$ cat config.mk
export PLATFORM = sky130hd
export DESIGN_NAME = cisa_front
export DESIGN_NICKNAME = d
export VERILOG_FILES = /design/src/hdl/clamped_inverse_square_attraction_macros.svh /design/src/hdl/cisa_pkg.sv /design/src/hdl/cisa_front.sv
export SDC_FILE = /design/constraint.sdc
export NUM_CORES = 2
export LEC_CHECK = 0
export BUFFER_PORTS_ARGS = -buffer_cell sky130_fd_sc_hd__buf_2
export CELL_PAD_IN_SITES_DETAIL_PLACEMENT = 0
export CELL_PAD_IN_SITES_GLOBAL_PLACEMENT = 1
export CORE_MARGIN = 5
export CORE_UTILIZATION = 50
export CTS_CLUSTER_DIAMETER = 150
export DETAILED_ROUTE_END_ITERATION = 6
export PLACE_DENSITY = 0.77
export SLEW_MARGIN = 20
export SYNTH_ARGS = -nofsm -noshare
export SYNTH_HDL_FRONTEND = slang
export SYNTH_SLANG_ARGS = --single-unit
$ cat constraint.sdc
create_clock -name clk -period 13.8 [get_ports clk]
set_clock_uncertainty 0.15 [all_clocks]
set_input_delay 1.38 -clock clk [delete_from_list [all_inputs] [get_ports clk]]
set_output_delay 1.38 -clock clk [all_outputs]
set_load 0.05 [all_outputs]
$ cat src/hdl/clamped_inverse_square_attraction_macros.svh
// Assertion helpers for the clamped attraction block.
`ifndef CLAMPED_INVERSE_SQUARE_ATTRACTION_MACROS_SVH
`define CLAMPED_INVERSE_SQUARE_ATTRACTION_MACROS_SVH

// Check a property on every clock edge outside reset.
`define CISA_ASSERT_DIS(lbl, clk, rst, prop) \
  lbl: assert property (@(posedge clk) disable iff (rst) prop) \
    else $error("clamped attraction check failed");

// Check a property on every clock edge, reset included.
`define CISA_ASSERT(lbl, clk, prop) \
  lbl: assert property (@(posedge clk) prop) \
    else $error("clamped attraction check failed");

`endif

$ cat src/hdl/cisa_pkg.sv
package cisa_pkg;

  localparam int POS_WIDTH_DEF = 18;
  localparam int FRAC_BITS_DEF = 8;
  localparam int MASS_W        = 16;
  localparam int DIST_W        = 18;
  localparam int OUT_W         = 24;
  localparam int QUEUE_DEPTH   = 2;

  localparam logic [DIST_W-1:0] MIN_DIST_RESET = DIST_W'(512);
  localparam logic [DIST_W-1:0] MAX_DIST_RESET = DIST_W'(1792);

  localparam logic [OUT_W-1:0] OUT_POS_MAX = {1'b0, {(OUT_W-1){1'b1}}};
  localparam logic [OUT_W-1:0] OUT_NEG_MAG = {1'b1, {(OUT_W-1){1'b0}}};

  typedef enum logic [0:0] {
    REG_MIN_DISTANCE = 1'b0,
    REG_MAX_DISTANCE = 1'b1
  } cisa_reg_t;

  typedef struct packed {
    logic full;
    logic empty;
  } cisa_qstat_t;

endpackage

$ cat src/hdl/cisa_front.sv
module cisa_front #(
  parameter int POS_WIDTH = cisa_pkg::POS_WIDTH_DEF,
  parameter int EW = 2 * cisa_pkg::MASS_W + 5 * (POS_WIDTH + 1) + 4
) (
  input  logic                        clk,
  input  logic                        rst,
  input  logic                        start,
  output logic                        busy,
  input  logic signed [POS_WIDTH-1:0] attractor_x,
  input  logic signed [POS_WIDTH-1:0] attractor_y,
  input  logic signed [POS_WIDTH-1:0] attractor_z,
  input  logic [cisa_pkg::MASS_W-1:0] attractor_mass,
  input  logic signed [POS_WIDTH-1:0] particle_x,
  input  logic signed [POS_WIDTH-1:0] particle_y,
  input  logic signed [POS_WIDTH-1:0] particle_z,
  input  logic [cisa_pkg::MASS_W-1:0] particle_mass,
  input  logic                        full,
  output logic                        push,
  output logic [EW-1:0]               entry
);
  import cisa_pkg::*;

  localparam int DW = POS_WIDTH + 1;

  logic                 adv;
  logic                 f1_v, f2_v, f3_v;
  logic [DW-1:0]        d1 [3];
  logic [MASS_W-1:0]    ma1, mp1;
  logic [DW-1:0]        mag_c [3];
  logic [DW-1:0]        mag2 [3];
  logic [DW-1:0]        mag3 [3];
  logic [2*DW-1:0]      sq2 [3];
  logic [2:0]           sign2, sign3;
  logic [2*MASS_W-1:0]  prod2, prod3;
  logic                 zero2, zero3;
  logic [2*DW-1:0]      sum3;

  // hold the whole front while the queue cannot take the oldest item
  assign adv  = !(f3_v && full);
  assign busy = !adv;
  assign push = f3_v && adv;

  always_ff @(posedge clk) begin
    if (rst) begin
      f1_v <= 1'b0;
      f2_v <= 1'b0;
      f3_v <= 1'b0;
    end else if (adv) begin
      f1_v <= start;
      f2_v <= f1_v;
      f3_v <= f2_v;
    end
  end

  always_comb begin
    for (int i = 0; i < 3; i++) begin
      mag_c[i] = d1[i][DW-1] ? (~d1[i] + DW'(1)) : d1[i];
    end
  end

  always_ff @(posedge clk) begin
    if (adv) begin
      d1[0] <= {attractor_x[POS_WIDTH-1], attractor_x} - {particle_x[POS_WIDTH-1], particle_x};
      d1[1] <= {attractor_y[POS_WIDTH-1], attractor_y} - {particle_y[POS_WIDTH-1], particle_y};
      d1[2] <= {attractor_z[POS_WIDTH-1], attractor_z} - {particle_z[POS_WIDTH-1], particle_z};
      ma1   <= attractor_mass;
      mp1   <= particle_mass;
      for (int i = 0; i < 3; i++) begin
        mag2[i]  <= mag_c[i];
        sq2[i]   <= mag_c[i] * mag_c[i];
        sign2[i] <= d1[i][DW-1];
        mag3[i]  <= mag2[i];
      end
      prod2 <= ma1 * mp1;
      zero2 <= (d1[0] == '0) && (d1[1] == '0) && (d1[2] == '0);
      sum3  <= sq2[0] + sq2[1] + sq2[2];
      sign3 <= sign2;
      prod3 <= prod2;
      zero3 <= zero2;
    end
  end

  assign entry = {zero3, sign3, mag3[2], mag3[1], mag3[0], sum3, prod3};

endmodule

Word-level counts from Yosys, hierarchy flattened
Memories as Yosys holds them, arrays and structs flattened.
Index checks and enable logic that the tools add are counted.
{"block": "word_totals", "ff_bits": 145, "mem_bits_rw": 285, "inputBits": 144, "word_cells": 43, "mem_count": 4}
{"block": "classes", "n_addsub": 8, "mul": 4, "muxes": 4, "bitwise_logic": 3, "reduce_logical": 8}
{"name": "sq2", "words": 3, "word_bits": 38, "rd": 3, "rd_ports_with_merged_regs": 0, "write_ports": 3, "line_no": "cisa_front.sv:32", "rtl": "logic [2*DW-1:0] sq2 [3];"}
{"name": "d1", "words": 3, "word_bits": 19, "rd": 3, "rd_ports_with_merged_regs": 0, "write_ports": 3, "line_no": "cisa_front.sv:27", "rtl": "logic [DW-1:0] d1 [3];"}
{"name": "mag2", "words": 3, "word_bits": 19, "rd": 3, "rd_ports_with_merged_regs": 0, "write_ports": 3, "line_no": "cisa_front.sv:30", "rtl": "logic [DW-1:0] mag2 [3];"}
{"name": "mag3", "words": 3, "word_bits": 19, "rd": 3, "rd_ports_with_merged_regs": 0, "write_ports": 3, "line_no": "cisa_front.sv:31", "rtl": "logic [DW-1:0] mag3 [3];"}
{"operator": "$mul 19x19->38", "n": 3}
{"operator": "$add 38x38->38", "n": 2}
{"operator": "$add 19x1->19 const B", "n": 3}
{"operator": "$logic_not 19->1", "n": 3}
{"operator": "$mux 19", "n": 3}
{"operator": "$not 19->19", "n": 3}
{"operator": "$sub 18x18->19", "n": 3}
{"operator": "$mul 16x16->32", "n": 1}
{"operator": "$logic_and 1x1->1", "n": 4}
{"operator": "$logic_not 1->1", "n": 1}
{"operator": "$mux 1", "n": 1}

Longest topological paths before layout
{"block": "depth", "depth_word": 4, "ltp_mapped": 36}

Worst setup path after synthesis
Ideal clock, no wire load.
{"block": "synth_path", "path_type": "in2out", "startpoint": "input full", "endpoint": "output busy", "arrival_ns": 13.521, "setup_slack_ns": -1.251, "stages": 2, "n_path_buf": 0, "path_cell_list": "nand2_1 inv_1"}
{"block": "synth_via", "elab_chain_len": 1}
{"element": "start: declaration", "line_no": "cisa_front.sv:17", "rtl": "input logic full,"}
{"element": "$logic_and 1x1->1", "line_no": "cisa_front.sv:39", "rtl": "assign adv = !(f3_v && full);"}
{"element": "end: declaration", "line_no": "cisa_front.sv:8", "rtl": "output logic busy,"}
Every way passes these cells.

==> results.md <==
- Iteration-0 DRC Markers: 2,041
- Sequential cell area fraction in the yosys report: 22.37%
- Main synth FF type: edfxtp_1
- Post CTS Setup Buffer Count: 0
- Initial antenna violation count: 3
- Crit path max-delay family: adder cells
- Unrepaired setup endpoints after global routing: false
- Peak per-stage delay on the critical path: 680 ps
- Cell depth of the worst hold path: 0
- Critical path's slowest cell: xor2_1
- Wire length per cell: 17.90 um
- Longest Clk Path Bufs: 3
- Yosys warnings: 0
- Final setup violation count: 0
- CTS tree: yes
- Routed vias/inst: 5.177
- CTS sink cnt: 424
- Critical path depth in cells: 29
- Cells after Synth: 5,592
- Slew Limit Fails: 0
- Post-cts hold buffer count: 0
- Max_cap viols: 0
- WS Path Type: flip-flop to flip-flop
- FF-to-FF setup slack: 3850 ps
- Die footprint: 120,400 um^2
- DRC Markers: 0
- Total wire length: 133,300 um
- Drt pass-1 iters: 5
- Min Tclk post-route: 9952 ps
- CP Buf/Inv Count: 7
- Multi-input gate area: 38,560 um^2
- Crit path launch: d1[0][19]
- Sum Neg Setup Slack: 0 ps
- CTS resizes: 0
- Clk slew on worst S/H paths: 60 ps
- Starting Density: 50.41%
- Status: complete, no violations
- Number of I/O pins: 277
- Layout area overhead: 9.096%
- Antenna-violating nets left: 0
- Share of cells above drive strength 1: 7.551%
- CP Max Fanout: 15
- R2R depth: 29
- Worst slew pin tran: 988.0 ps
- Gr usage total: 22.51%
- Max_slew headroom: 33.27%
- Final period util: 72.11%
- Avg Inst Size Synth: 10.15 um^2
- Remaining global-route overflow: 0
- Synth async-reset ratio: 0%
- HP Class: flip-flop to flip-flop
- CTS Buf Count: 49
- Nets: 7,589
- Crit path launch type: flip-flop
- Latest clock arrival within the worst-skew pair: 650 ps
- Die height: 347 um
- Port bufs: 276
- First-pass GRT wire length: 216,100 um
- Element type at the critical path end: flip-flop
- Gpl congestion: 0.9072
- Via count: 38,550
- FP Rows: 123
- EDFF count, synth: 421
- Largest net degree at the start of global routing: 146
- FF+latch count, synth: 424
- R2r endpoint: sq2[0][73]
- Post-DP HPWL: 109,300 um
- CP dominant cell by count: inv_1
- CORE AREA: 112,700 um^2
- Die extent in x: 347 um
- H-tree Lvls: 2
- Seq. cell area: 12,700 um^2
- Final hold viol count: 0
- Fmax: 100.5 MHz
- Netlist cell types: 80
- CP endpoint: sq2[0][73]
- Reg2reg start: d1[0][19]
- Required @ worst endpoint: 14,050 ps
- Vias in the first global route: 40,690
- Root buf cell: clkbuf_16
- Netlist Area Pre-Place: 56,780 um^2
- # fillers: 10,210
- Data arrival, critical path: 10,200 ps
## logic make-up after synthesis
family / count (synthesis) / synth area share [%]
adders and majority gates: 1536 / 46.77
buffers and inverters: 1514 / 10.03
and+or+nand+nor: 1214 / 9.431
AOI/OAI and AO/OA: 634 / 7.183
DFF: 424 / 22.37
xor gates and xnor gates: 266 / 4.162
other: 2 / 0.01323
muxes: 2 / 0.03746
## how the worst min path moves through the flow
| stage | from | end | slack [ps] |
|---|---|---|---|
| final | mag2[0][26] | mag3[0][26] | 270 |
| after global routing | prod2[7] | prod3[7] | 270 |
| after CTS | mag2[0][37] | mag3[0][37] | 270 |
| after detailed placement | mag2[0][27] | mag3[0][27] | 250 |
| after global placement | prod2[28] | prod3[28] | 250 |
| after floorplan | mag2[0][10] | mag3[0][10] | 250 |
## registers in the layout (all words and copies together) (netlist names)
name,count
d1,57
f1_v,1
f2_v,1
f3_v,1
ma1,16
mag2,54
mag3,57
mp1,16
prod2,32
prod3,32
sign2,3
sign3,3
sq2,111
sum3,38
zero2,1
zero3,1
## Yosys cell counts (7+ instances only)
master	instances	area share [%]
a21oi_1	184	1.6
clkbuf_1	103	0.68
or2_2	7	0.077
o21ai_0	130	1.1
inv_1	1376	9.1
xnor2_1	178	2.7
a2111oi_0	8	0.12
ha_1	558	12
and2_1	119	1.3
nand3_1	36	0.32
inv_2	9	0.059
xor2_1	85	1.3
clkinv_1	19	0.13
a21o_1	100	1.3
edfxtp_1	421	22
o21bai_1	17	0.22
nor2b_1	29	0.32
a211oi_1	19	0.25
nor2_1	384	2.5
o31ai_1	22	0.29
fa_1	978	34
nand2b_1	34	0.37
nor3_1	36	0.32
a31o_2	10	0.15
o41ai_1	10	0.15
and3_1	23	0.25
nor4_1	7	0.077
o21a_1	29	0.38
o211ai_1	16	0.21
nand2_1	487	3.2
a31oi_1	17	0.19
or4_1	7	0.093
nand4_1	16	0.18
a21boi_0	12	0.16
or3_1	17	0.19
## metal layers
metal / vias up / share of wire [%] / GRT usage [%] / wire, um
met5: - / 0 / 0 / 0
met4: 0 / 2.2 / 4.991 / 2948
met3: 161 / 5.3 / 3.173 / 7002
met2: 872 / 50 / 39.16 / 66770
met1: 19510 / 42 / 30.24 / 56570
li1: 18010 / - / - / -
## cell usage in the layout, fill, tap and decap left out, drive strengths merged, types with 9 or more instances in the layout
master  netlist  routed
a211oi       19      19
a21boi       12      12
a21o        100     100
a21oi       184     184
a31o         10      10
a31oi        17      17
and2        120     120
and3         23      23
buf           7     333
bufinv        0       9
clkbuf      103      55
clkinv       19      36
conb          2      45
edfxtp      421     421
fa          978     978
ha          558     558
inv        1385    1389
nand2       488     488
nand2b       34      34
nand3        36      36
nand4        16      16
nor2        385     385
nor2b        29      29
nor3         36      36
o211ai       16      16
o21a         29      29
o21ai       132     132
o21bai       17      17
o31ai        22      22
o41ai        10      10
or3          17      17
or4           9       9
xnor2       179     179
xor2         87      87
## per-stage QoR
stage | util, % | hold WS, ps | instance area (um^2) | cells | setup slack (ps)
finish | 54.99 | 265.7 | 61950 | 7447 | 3848
global route | 54.99 | 271.5 | 61950 | 7446 | 3202
CTS | 54.99 | 268.0 | 61950 | 7446 | 3882
detailed placement | 53.47 | 254.5 | 60240 | 7358 | 3903
global placement | 53.47 | 252.4 | 60240 | 7358 | 4193
floorplan | - | 250.3 | 56950 | 5635 | 3948
## worst reg2reg max path: cells and delay by family, from the launching register on
kind / cells / cell delay (ps)
flops: 1 / 570
compound gates: 9 / 2720
buf+inv: 7 / 1230
xor+xnor: 2 / 850
fa+ha+maj: 8 / 3600
simple gates: 3 / 600
## area by class of cell
| class | count | share of cell area (%) |
|---|---|---|
| Clock buffer | 55 | 2.050 |
| Sequential cell | 424 | 20.50 |
| Clock inverter | 33 | 0.7130 |
| Inverter | 1404 | 8.507 |
| Timing Repair Buffer | 333 | 2.941 |
| Tap cell | 1500 | 3.030 |
| Multi-Input combinational cell | 3697 | 62.25 |
| Antenna cell | 1 | 0.004039 |
Power is left out: the tool's default activity adds up to more than one toggle a clock period on the data nets, which glitch-free logic cannot reach.
