## src/hdl/clamped_inverse_square_attraction_macros.svh

```systemverilog
// Assertion helpers for the clamped attraction block.
`ifndef CLAMPED_INVERSE_SQUARE_ATTRACTION_MACROS_SVH
`define CLAMPED_INVERSE_SQUARE_ATTRACTION_MACROS_SVH

// Check a property on every clock edge outside reset.
`define CISA_ASSERT_DIS(lbl, clk, rst, prop) \
  lbl: assert property (@(posedge clk) disable iff (rst) prop) \
    else $error("clamped attraction check failed");

// Check a property on every clock edge, reset included.
`define CISA_ASSERT(lbl, clk, prop) \
  lbl: assert property (@(posedge clk) prop) \
    else $error("clamped attraction check failed");

`endif

```

## src/hdl/cisa_pkg.sv

```systemverilog
package cisa_pkg;

  localparam int POS_WIDTH_DEF = 18;
  localparam int FRAC_BITS_DEF = 8;
  localparam int MASS_W        = 16;
  localparam int DIST_W        = 18;
  localparam int OUT_W         = 24;
  localparam int QUEUE_DEPTH   = 2;

  localparam logic [DIST_W-1:0] MIN_DIST_RESET = DIST_W'(512);
  localparam logic [DIST_W-1:0] MAX_DIST_RESET = DIST_W'(1792);

  localparam logic [OUT_W-1:0] OUT_POS_MAX = {1'b0, {(OUT_W-1){1'b1}}};
  localparam logic [OUT_W-1:0] OUT_NEG_MAG = {1'b1, {(OUT_W-1){1'b0}}};

  typedef enum logic [0:0] {
    REG_MIN_DISTANCE = 1'b0,
    REG_MAX_DISTANCE = 1'b1
  } cisa_reg_t;

  typedef struct packed {
    logic full;
    logic empty;
  } cisa_qstat_t;

endpackage

```

## src/hdl/cisa_queue.sv

```systemverilog
module cisa_queue #(
  parameter int WIDTH = 8,
  parameter int DEPTH = cisa_pkg::QUEUE_DEPTH
) (
  input  logic                  clk,
  input  logic                  rst,
  input  logic                  push,
  input  logic [WIDTH-1:0]      wdata,
  input  logic                  pop,
  output logic                  valid,
  output logic [WIDTH-1:0]      rdata,
  output cisa_pkg::cisa_qstat_t stat
);
  import cisa_pkg::*;

  localparam int AW = (DEPTH > 1) ? $clog2(DEPTH) : 1;
  localparam int CW = $clog2(DEPTH + 1);

  logic [WIDTH-1:0] mem [DEPTH];
  logic [AW-1:0]    wp, rp;
  logic [CW-1:0]    count;
  logic             do_push, do_pop;

  assign stat.full  = (count == CW'(DEPTH));
  assign stat.empty = (count == '0);
  assign valid      = !stat.empty;
  assign rdata      = mem[rp];
  assign do_push    = push && !stat.full;
  assign do_pop     = pop && valid;

  always_ff @(posedge clk) begin
    if (do_push) begin
      mem[wp] <= wdata;
    end
  end

  always_ff @(posedge clk) begin
    if (rst) begin
      wp    <= '0;
      rp    <= '0;
      count <= '0;
    end else begin
      if (do_push) begin
        wp <= (wp == AW'(DEPTH - 1)) ? '0 : wp + AW'(1);
      end
      if (do_pop) begin
        rp <= (rp == AW'(DEPTH - 1)) ? '0 : rp + AW'(1);
      end
      count <= count + CW'(do_push) - CW'(do_pop);
    end
  end

endmodule

```

## config.mk

```make
export PLATFORM = sky130hd
export DESIGN_NAME = cisa_queue
export DESIGN_NICKNAME = d
export VERILOG_FILES = /design/src/hdl/clamped_inverse_square_attraction_macros.svh /design/src/hdl/cisa_pkg.sv /design/src/hdl/cisa_queue.sv
export SDC_FILE = /design/constraint.sdc
export NUM_CORES = 1
export LEC_CHECK = 0
export ABC_CLOCK_PERIOD_IN_PS = 4500
export BUFFER_PORTS_ARGS = -buffer_cell sky130_fd_sc_hd__buf_2
export CAP_MARGIN = 20
export CORE_MARGIN = 4
export CORE_UTILIZATION = 40
export DETAILED_ROUTE_END_ITERATION = 8
export PLACE_DENSITY = 0.76
export REMOVE_ABC_BUFFERS = 1
export SLEW_MARGIN = 10
export SYNTH_ARGS = -nofsm -noshare
export SYNTH_HDL_FRONTEND = slang
export SYNTH_SLANG_ARGS = --single-unit
```

## constraint.sdc

```tcl
create_clock -name clk -period 4.5 [get_ports clk]
set_input_delay 0.45 -clock clk [delete_from_list [all_inputs] [get_ports clk]]
set_output_delay 0.45 -clock clk [all_outputs]
set_load 0.03 [all_outputs]
```

-- Word level (Yosys, flattened, before mapping)
Memories as Yosys holds them, arrays and structs flattened. A register that Yosys moved wholly into a read port is not among the register bits.
Index checks and enable logic that the tools add are counted.
- $add $sub $neg: 4
- eq/ne operators: 1
- mux-type cells: 6
- reduce and logical (&&, ||, !) cells: 5
- operator list (operator ; count):
    2-to-1 mux 1 bit ; 6
    adder 1 bit, second input constant ; 2
    adder 2 x 1 -> 2 bit ; 1
    equality test 2 bit, second input constant ; 1
    logical AND 1 bit ; 2
    zero test 1 bit ; 2
    zero test 2 bit ; 1
    subtractor 2 x 1 -> 2 bit ; 1
- flip-flop bits (word level): 4
- memory bits (writable): 16
- bits of input ports: 12
- output and inout port bits: 11
- logic and storage cells: 20
- memories kept: 1
- memory list (memory ; depth ; bits a word ; rd ports ; clocked after Yosys merged registers in ; wr ports ; line ; source):
    mem ; 2 ; 8 ; 1 ; 1 ; 1 ; cisa_queue.sv:19 ; logic [WIDTH-1:0] mem [DEPTH];

-- Depth between registers and ports, before layout
Gate-level depths: netlist of the first run.
- depth in word-level cells: 5
- mapped depth: 8
- depth with buffers taken out: 8

-- Worst setup path after synthesis of the first run
OpenSTA, ideal clock, no wires.
- path kind: input port to flip-flop
- start: input port pop
- end: register count[1]
- setup time: 78 ps
- arrival time: 1416 ps
- required time: 4422 ps
- path slack: 3007 ps
- stages on the path: 7
- buffers on the path: 0
- cells stage by stage: o21a_1 ha_1 inv_1 ha_1 xor2_1 and2_1 nor3_1
- word-level cells in the longest chain between the ends: 2
- ends and longest elaborated chain (item ; line ; source):
    start, declared ; cisa_queue.sv:9 ; input logic pop,
    logical AND 1 bit ; cisa_queue.sv:29 ; assign do_pop = pop && valid;
    subtractor 2 x 1 -> 2 bit ; cisa_queue.sv:49 ; count <= count + CW'(do_push) - CW'(do_pop);
    end signal, assigned ; cisa_queue.sv:49 ;
    end, declared ; cisa_queue.sv:21 ; logic [CW-1:0] count;
No other way between the ends.
A chain may end at the register's enable or synchronous reset.

==> run_results.csv, run 1 <==
group,metric,value,unit
timing,tns,0,ns
flow_run,cap_viol_max_count,0,
clocking,cts_root_buf,"clkbuf_4",
routing,viasPerCell,4.53,
synthesis,synth.most_common_cell,"edfxtp_1",
synthesis,syn_avg_cell_area,15.4,um2
synthesis,netlist.area_leader.share,0.589,
power,combPwrFrac,0.400,
placement,gp_congestion,0.618,
timing,fin_skew,0.00648,ns
clocking,htreeDepth,1,
synthesis,synthesis.area,816,um2
routing,via_count,476,
cells_and_area,fin_nets,93,
power,seqPwrFrac,0.459,
timing,max_clock_freq,0.542,GHz
timing,rsz0062_at_grt,"false",
synthesis,synth_area_leaders,"edfxtp_1 (59%), dfxtp_1 (12%), mux2_2 (11%)",
synthesis,ys.flop_type,"edfxtp_1",
worst_setup_path,crit_arrival,1.39,ns
routing,drcViolationCount,0,
clocking,ctsResizeCount,0,
clocking,numCtsBuffers,3,
grt,grt_pass1_wl,2.00,mm
clocking,cts.path.max_buffers,2,
cells_and_area,drive_gt1_frac,0.487,
worst_setup_path,rr_worst_depth,7,
die,fp.dieH,53.2,um
routing,ant_nets,0,
power,p_per_area,611,nW/um2
synthesis,synth-async-reset-ratio,0,
timing,worst_pin_slew,0.354,ns
power,clkPwrFrac,0.141,
timing,whs,0.334,ns
worst_hold_path,min_path_cells,1,
worst_setup_path,cp_max_fo,8,
power,p_sw,226,uW
grt,grt_pass1_vias,505,
grt,antenna_found_initial,0,
timing,post-route-period-util,0.410,
die,initial_core_util,0.420,
synthesis,syn_inst,53,
timing,relSlewSlack,0.763,
worst_setup_path,worstPathRequired,4.05,ns
timing,finalHoldViolations,0,
synthesis,synth-edff-count,16,
worst_setup_path,r2r_slack,2.89,ns
clocking,cts_tree,"built",
die,dieArea,2830,um2
synthesis,yosys_warnings,0,
placement,numPortBuffers,22,
clocking,path_clk_slew,0.11,ns
worst_setup_path,cp-start-kind,"flop",
worst_setup_path,path_class,"flop to primary output",
grt,grt_start_max_net_pins,13,
synthesis,ys_types,21,
die,core,1940,um2
synthesis,ys_ff_latch,21,
cells_and_area,final_core_util,0.506,
die,ios,23,
power,ir_drop,0.400,mV
clocking,cts.hold.buffers_added,0,
routing,drt_wl_total,1.19,mm
synthesis,seq_area_frac_synth,0.712,
worst_setup_path,crit_path_end_kind,"primary output",
clocking,cts.sinks,21,
power,internal_power,374,uW
timing,finalMaxSlewViolations,0,
timing,min_period,1.84,ns
routing,wl_per_cell,11.3,um
status,status,"complete, no violations",
placement,hpwl,932,um
grt,grtUsageTotal,0.100,
power,swShare,0.377,
die,chipWidth,53.2,um
cells_and_area,antenna_cells,0,
synthesis,synth_common_cells,"edfxtp_1 (16), mux2_2 (8), dfxtp_1 (5)",
worst_hold_path,min_path_type,"input pin to flop",
die,row_count,16,
cells_and_area,area_growth,20.4,%
clocking,cts_setup_buffers,0,
synthesis,synth_top_area_cell,"edfxtp_1",
clocking,clk_latency,0.29,ns
timing,setup_viol,0,
routing,drtIter0Drc,4,
routing,dr.pass1.iters,3,
grt,overflow,0,
power,p_leak,0.414,nW
==> cell usage in the layout, fill, tap and decap left out <==
master	count
clkbuf_4	3
and3_2	1
nand2b_2	1
dfxtp_1	5
nor3_1	1
o21a_1	1
nor2b_1	1
buf_2	22
nor2_1	3
edfxtp_1	16
mux2_2	8
inv_2	1
or2_2	1
xor2_1	1
inv_1	4
and2_1	1
ha_1	2
nand2_1	1
or3_1	1
clkinv_2	1
xnor2_1	1
o21ai_0	1
a21oi_1	1
==> power groups by stage <==
| stage | registers (mW) | clock network (mW) | logic, mW |
|---|---|---|---|
| after detailed placement | 0.281 | 0 | 0.244 |
| after global routing | 0.280 | 0.0992 | 0.263 |
| after CTS | 0.277 | 0.0882 | 0.244 |
| final | 0.275 | 0.0846 | 0.240 |
| after floorplan | 0.273 | 0 | 0.186 |
| after global placement | 0.278 | 0 | 0.238 |
==> through the flow <==
step	total power [mW]	cell area, um2	instances	setup slack (ns)
2_1_floorplan	0.459	811	52	3.01
3_3_place_gp	0.516	955	101	2.88
3_5_place_dp	0.525	955	101	2.77
4_1_cts	0.609	982	105	2.62
5_1_grt	0.643	982	105	2.58
6_report	0.600	982	105	2.66
==> kinds of logic after synthesis <==
logic type               Yosys count  share of synthesized area
multiplexers                       8                      0.110
AND/OR/NAND/NOR                   11                     0.0752
buffers and inverters              6                     0.0291
flip-flops                        21                      0.712
XOR/XNOR                           2                     0.0215
AO/OA/AOI/OAI                      3                     0.0215
adder cells (fa/ha/maj)            2                     0.0307
==> per-layer routing <==
metal,part of all wire,vias to the layer above,GRT usage
met5,0,-,0
met3,0.13,0,0.0592
li1,-,235,-
met2,0.52,19,0.178
met4,0,0,0.0255
met1,0.36,222,0.0980
==> cell type report <==
class,count,area [um2]
fill,191,960
clock inverter,1,5.00
clock buffer,3,22.5
inverter,5,18.8
sequential,21,581
timing repair buffer,22,110
multi-input combinational,26,211
tap,27,33.8
==> critical path, cell delays in order, from the launching register on <==
cell     delay [ns]
dfxtp_1        0.55
mux2_2         0.38
buf_2          0.18
==> final timing paths <==
kind	to	from
setup / recovery	rdata[2]	flop
hold reg to reg	rp	rp
hold / removal	mem[1][4]	wdata[4]
setup reg to reg	count[1]	count[1]
==> registers in the layout (all words and copies together) (netlist names), named ones only <==
register and cells:
wp 1, count 2, rp 1, mem 16
No activity file was read; power rests on OpenSTA's default activity.
==> run 2: changes to the inputs <==
Settings changed: ABC_CLOCK_PERIOD_IN_PS 4500 to 1600, PLACE_DENSITY 0.76 to 0.78.
Clock period 4.5 ns to 1.6 ns, I/O delays scaled along.
==> run_results.csv, run 2 (synthesis results as in run 1) <==
group,metric,value,unit
cells_and_area,largest_reg_flops,16,
timing,relSlewSlack,0.792,
clocking,cts_tree,"built",
worst_setup_path,cp-start-kind,"flop",
power,p_per_area,1720,nW/um2
die,dieArea,2830,um2
grt,grt_pass1_vias,504,
clocking,cts_root_buf,"clkbuf_4",
clocking,path_clk_slew,0.11,ns
grt,grt_start_max_net_pins,12,
cells_and_area,final_core_util,0.530,
worst_setup_path,critPathTopFamily,"adder cells",
timing,min_period,1.52,ns
clocking,cts.path.max_buffers,2,
cells_and_area,final_cell_mix,"buf_2 (22), edfxtp_1 (16), mux2_2 (8)",
cells_and_area,final_common_cell,"buf_2",
worst_hold_path,min_path_cells,1,
placement,numPortBuffers,22,
status,status,"complete, no violations",
clocking,cts.sinks,21,
worst_setup_path,path_depth,7,
clocking,cts.hold.buffers_added,0,
grt,antenna_found_initial,0,
clocking,numCtsBuffers,3,
routing,drcViolationCount,0,
worst_setup_path,crit_path_end_kind,"flop",
worst_setup_path,crit_buf_inv,1,
worst_setup_path,crit_arrival,1.73,ns
cells_and_area,fin_nets,95,
worst_setup_path,cpMaxStageDelayCell,"dfxtp_4",
placement,gp_congestion,0.715,
die,core,1940,um2
timing,finalMaxSlewViolations,0,
timing,tns,0,ns
cells_and_area,top_register,"mem",
timing,worst_pin_slew,0.312,ns
timing,max_clock_freq,0.659,GHz
power,seqPwrFrac,0.448,
power,combPwrFrac,0.417,
routing,dr_wl_met2,616,um
placement,hpwl,951,um
flow_run,cap_viol_max_count,0,
timing,setup_viol,0,
routing,wl_met3,111,um
worst_setup_path,cp_max_fo,5,
grt,overflow,0,
routing,drtIter0Drc,4,
power,p_sw,657,uW
routing,via_count,486,
cells_and_area,area_growth,26.2,%
routing,drt_wl_total,1.28,mm
worst_setup_path,max_stage_delay,0.38,ns
cells_and_area,top_regs,"mem (16), count (2)",
routing,met1_length,538,um
power,internal_power,1.11,mW
routing,ant_nets,0,
die,ios,23,
worst_hold_path,min_path_type,"input pin to flop",
cells_and_area,antenna_cells,0,
die,chipWidth,53.2,um
clocking,htreeDepth,1,
routing,viasPerCell,4.54,
power,clkPwrFrac,0.135,
cells_and_area,nFillCells,183,
routing,maxUsedRoutingLayer,"met4",
grt,grtUsageTotal,0.103,
power,ir_drop,0.998,mV
worst_setup_path,r2r_slack,0.08,ns
routing,wl_per_cell,12.0,um
timing,finalHoldViolations,0,
worst_setup_path,rr_worst_depth,7,
power,p_leak,0.424,nW
die,initial_core_util,0.420,
die,fp.dieH,53.2,um
grt,grt_pass1_wl,2.04,mm
worst_setup_path,crit_chain,"o21a_1, ha_4, inv_1, ha_2, xor2_1, and2_1, nor3_2",
clocking,clk_latency,0.29,ns
worst_setup_path,worstPathRequired,1.82,ns
cells_and_area,drive_gt1_frac,0.575,
timing,rsz0062_at_grt,"true",
power,swShare,0.371,
die,row_count,16,
timing,post-route-period-util,0.949,
timing,fin_skew,0.00254,ns
worst_setup_path,path_class,"flop to flop",
routing,dr.pass1.iters,4,
run 2: worst paths after layout:
kind,start,endpoint
setup reg to reg,count[1],count[1]
setup / recovery,count[1],count[1]
hold / removal,wdata[4],mem[0][4]
hold reg to reg,wp,wp
run 2: cell type report:
cell class                      count  area [um2]  share of cell area
Sequential cell                    21         587               0.570
Multi-Input combinational cell     26         239               0.232
Timing Repair Buffer               24         125               0.122
Tap cell                           27        33.8              0.0328
Clock buffer                        4        26.3              0.0255
Inverter                            5        18.8              0.0182
run 2: repair_timing:
item,CTS,global route
setup endpoints to repair,1,9
gates resized for setup,1,8
buffers inserted,0,2
pin swaps,0,4
run 2: through the flow:
| step | hold slack [ns] | power, mW | worst slack (ns) | cell area (um2) | instances |
|---|---|---|---|---|---|
| after global routing | 0.0256 | 1.89 | -0.0106 | 1030 | 107 |
| final | 0.0494 | 1.77 | 0.0820 | 1030 | 107 |
| after CTS | 0.0418 | 1.71 | 0.0101 | 982 | 105 |
| after global placement | 0.348 | 1.45 | 0.101 | 955 | 101 |
| after floorplan | 0.229 | 1.29 | 0.138 | 811 | 52 |
| after detailed placement | 0.352 | 1.47 | 0.0172 | 955 | 101 |
run 2: worst reg2reg max path: stages, from the launching register on:
cell     delay (ns)
dfxtp_4        0.38
o21a_1         0.21
ha_4           0.27
inv_1          0.03
ha_2           0.16
xor2_1         0.16
and2_1         0.14
nor3_2         0.10
run 2: routing by layer:
metal / vias to the layer above / GRT usage
met3: 2 / 0.0338
met2: 16 / 0.184
li1: 239 / -
met4: 0 / 0.0638
met1: 229 / 0.101
met5: - / 0
run 2: power by group through the flow:
stage,Sequential [mW],Combinational (mW),Clock (mW)
global placement,0.783,0.669,0
detailed placement,0.791,0.680,0
CTS,0.783,0.685,0.245
floorplan,0.768,0.524,0
finish,0.792,0.738,0.239
global route,0.807,0.806,0.279
==> run 3: changes to the inputs <==
Settings changed: REMOVE_ABC_BUFFERS 1 to unset.
==> run_results.csv, run 3 (synthesis results as in run 1) <==
group,metric,value,unit
power,seqPwrFrac,0.455,
synthesis,synth_nets,67,
power,clkPwrFrac,0.138,
routing,drcViolationCount,0,
routing,drtIter0Drc,0,
cells_and_area,largest_reg_flops,16,
power,internal_power,1.09,mW
clocking,htreeDepth,1,
worst_setup_path,path_class,"flop to flop",
die,chipWidth,53.2,um
worst_setup_path,worstPathRequired,1.82,ns
routing,via_count,470,
placement,dp_slack,0.0496,ns
routing,dr.pass1.iters,1,
clocking,cts.sinks,21,
grt,grt_pass1_wl,1.94,mm
worst_hold_path,worstHoldStart,"wdata[4]",
power,combPwrFrac,0.407,
timing,finalMaxSlewViolations,0,
cells_and_area,top_regs,"mem (16), count (2)",
die,initial_core_util,0.420,
clocking,clk_latency,0.29,ns
die,fp.dieH,53.2,um
grt,antenna_found_initial,0,
timing,min_period,1.55,ns
timing,tns,0,ns
timing,finalHoldViolations,0,
timing,worst_pin_slew,0.326,ns
timing,fin_skew,0.00735,ns
power,p_leak,0.425,nW
worst_setup_path,crit_arrival,1.77,ns
clocking,cts.path.max_buffers,2,
die,row_count,16,
grt,overflow,0,
grt,grt_start_max_net_pins,13,
grt,grt_pass1_vias,488,
placement,numPortBuffers,22,
clocking,cts_root_buf,"clkbuf_4",
clocking,cts_tree,"built",
routing,drt_wl_total,1.28,mm
clocking,numCtsBuffers,3,
clocking,cts.hold.buffers_added,0,
cells_and_area,final_cell_mix,"buf_2 (22), edfxtp_1 (16), mux2_2 (8)",
placement,dp_cells,101,
timing,setup_viol,0,
cells_and_area,stdcell_count,106,
power,fin_total_pwr,1.74,mW
power,ir_drop,0.947,mV
die,dieArea,2830,um2
timing,max_clock_freq,0.645,GHz
cells_and_area,antenna_cells,0,
worst_setup_path,critPathCapture,"count[1]",
worst_setup_path,cp-start-kind,"flop",
clocking,path_clk_slew,0.11,ns
grt,grtUsageTotal,0.0977,
cells_and_area,area_growth,23.3,%
cells_and_area,fin_nets,94,
cells_and_area,final_core_util,0.518,
die,core,1940,um2
cells_and_area,top_register,"mem",
status,status,"complete, no violations",
timing,post-route-period-util,0.969,
worst_hold_path,min_path_type,"input pin to flop",
power,swShare,0.375,
die,ios,23,
power,p_per_area,1730,nW/um2
power,p_sw,651,uW
worst_setup_path,rr_worst_depth,7,
timing,setup_ws,0.0490,ns
routing,ant_nets,0,
routing,wl_per_cell,12.1,um
cells_and_area,nFillCells,178,
timing,rsz0062_at_grt,"true",
placement,gp_congestion,0.642,
worst_setup_path,regToRegEndpoint,"count[1]",
routing,viasPerCell,4.43,
worst_setup_path,worstSetupStartpoint,"count[1]",
worst_setup_path,crit_path_end_kind,"flop",
placement,hpwl,971,um
timing,relSlewSlack,0.782,
flow_run,cap_viol_max_count,0,
worst_setup_path,rr_startpoint,"count[1]",
worst_setup_path,r2r_slack,0.05,ns
cells_and_area,drive_gt1_frac,0.544,
cells_and_area,final_common_cell,"buf_2",
worst_setup_path,cp_max_fo,5,
-- run 3: cell count changes in the layout (fill, tap and decap cells not counted) --
cell,previous run,this run
clkbuf_1,1,0
clkinv_2,0,1
ha_1,0,2
ha_4,1,0
nand2_1,0,1
buf_4,2,1
ha_2,1,0
nand2_2,1,0
-- run 3: stage by stage --
step / instance area [um2] / hold WS [ns]
floorplan: 816 / 0.229
global placement: 955 / 0.349
detailed placement: 955 / 0.353
CTS: 982 / 0.0436
global route: 1010 / 0.0206
finish: 1010 / 0.0488
-- run 3: area by class of cell --
class                      instances  area (um2)  share of cell area
clock buffer                       3        22.5              0.0224
tap                               27        33.8              0.0336
multi-input combinational         26         221               0.220
clock inverter                     1        5.00             0.00498
inverter                           5        18.8              0.0187
timing repair buffer              23         118               0.117
sequential                        21         587               0.583
-- run 3: critical path, cell delays in order (launching register included) --
cell	delay, ns
dfxtp_4	0.38
o21a_1	0.19
ha_1	0.28
inv_1	0.04
ha_1	0.17
xor2_1	0.15
and2_1	0.17
nor3_2	0.11
-- run 3: per-layer routing --
metal  global-route usage  up-vias  share of wire  routed length, um
met1               0.0961      214           0.39                505
li1                     -      238              -                  -
met4               0.0383        0          0.010                 13
met5                    0        -              0                  0
met2                0.186       16           0.52                671
met3               0.0310        2          0.072                 93
-- run 3: what timing repair did --
item	in CTS	in global routing
gates resized for setup	0	6
setup buffers	0	1
endpoints found under the setup margin	0	13
-- run 3: power groups by stage --
stage / Clock (mW) / Combinational, mW / Sequential (mW)
after floorplan: 0 / 0.551 / 0.749
after global placement: 0 / 0.667 / 0.784
after detailed placement: 0 / 0.684 / 0.790
after CTS: 0.248 / 0.687 / 0.779
after global routing: 0.278 / 0.773 / 0.806
final: 0.239 / 0.707 / 0.792
-- run 3: how the worst min path moves through the flow --
| stage | endpoint | cells after the start |
|---|---|---|
| 2_1_floorplan | wp | 1 |
| 3_3_place_gp | mem[0][4] | 1 |
| 3_5_place_dp | mem[0][3] | 1 |
| 4_1_cts | mem[1][3] | 1 |
| 5_1_grt | mem[0][6] | 1 |
| 6_report | mem[1][4] | 1 |
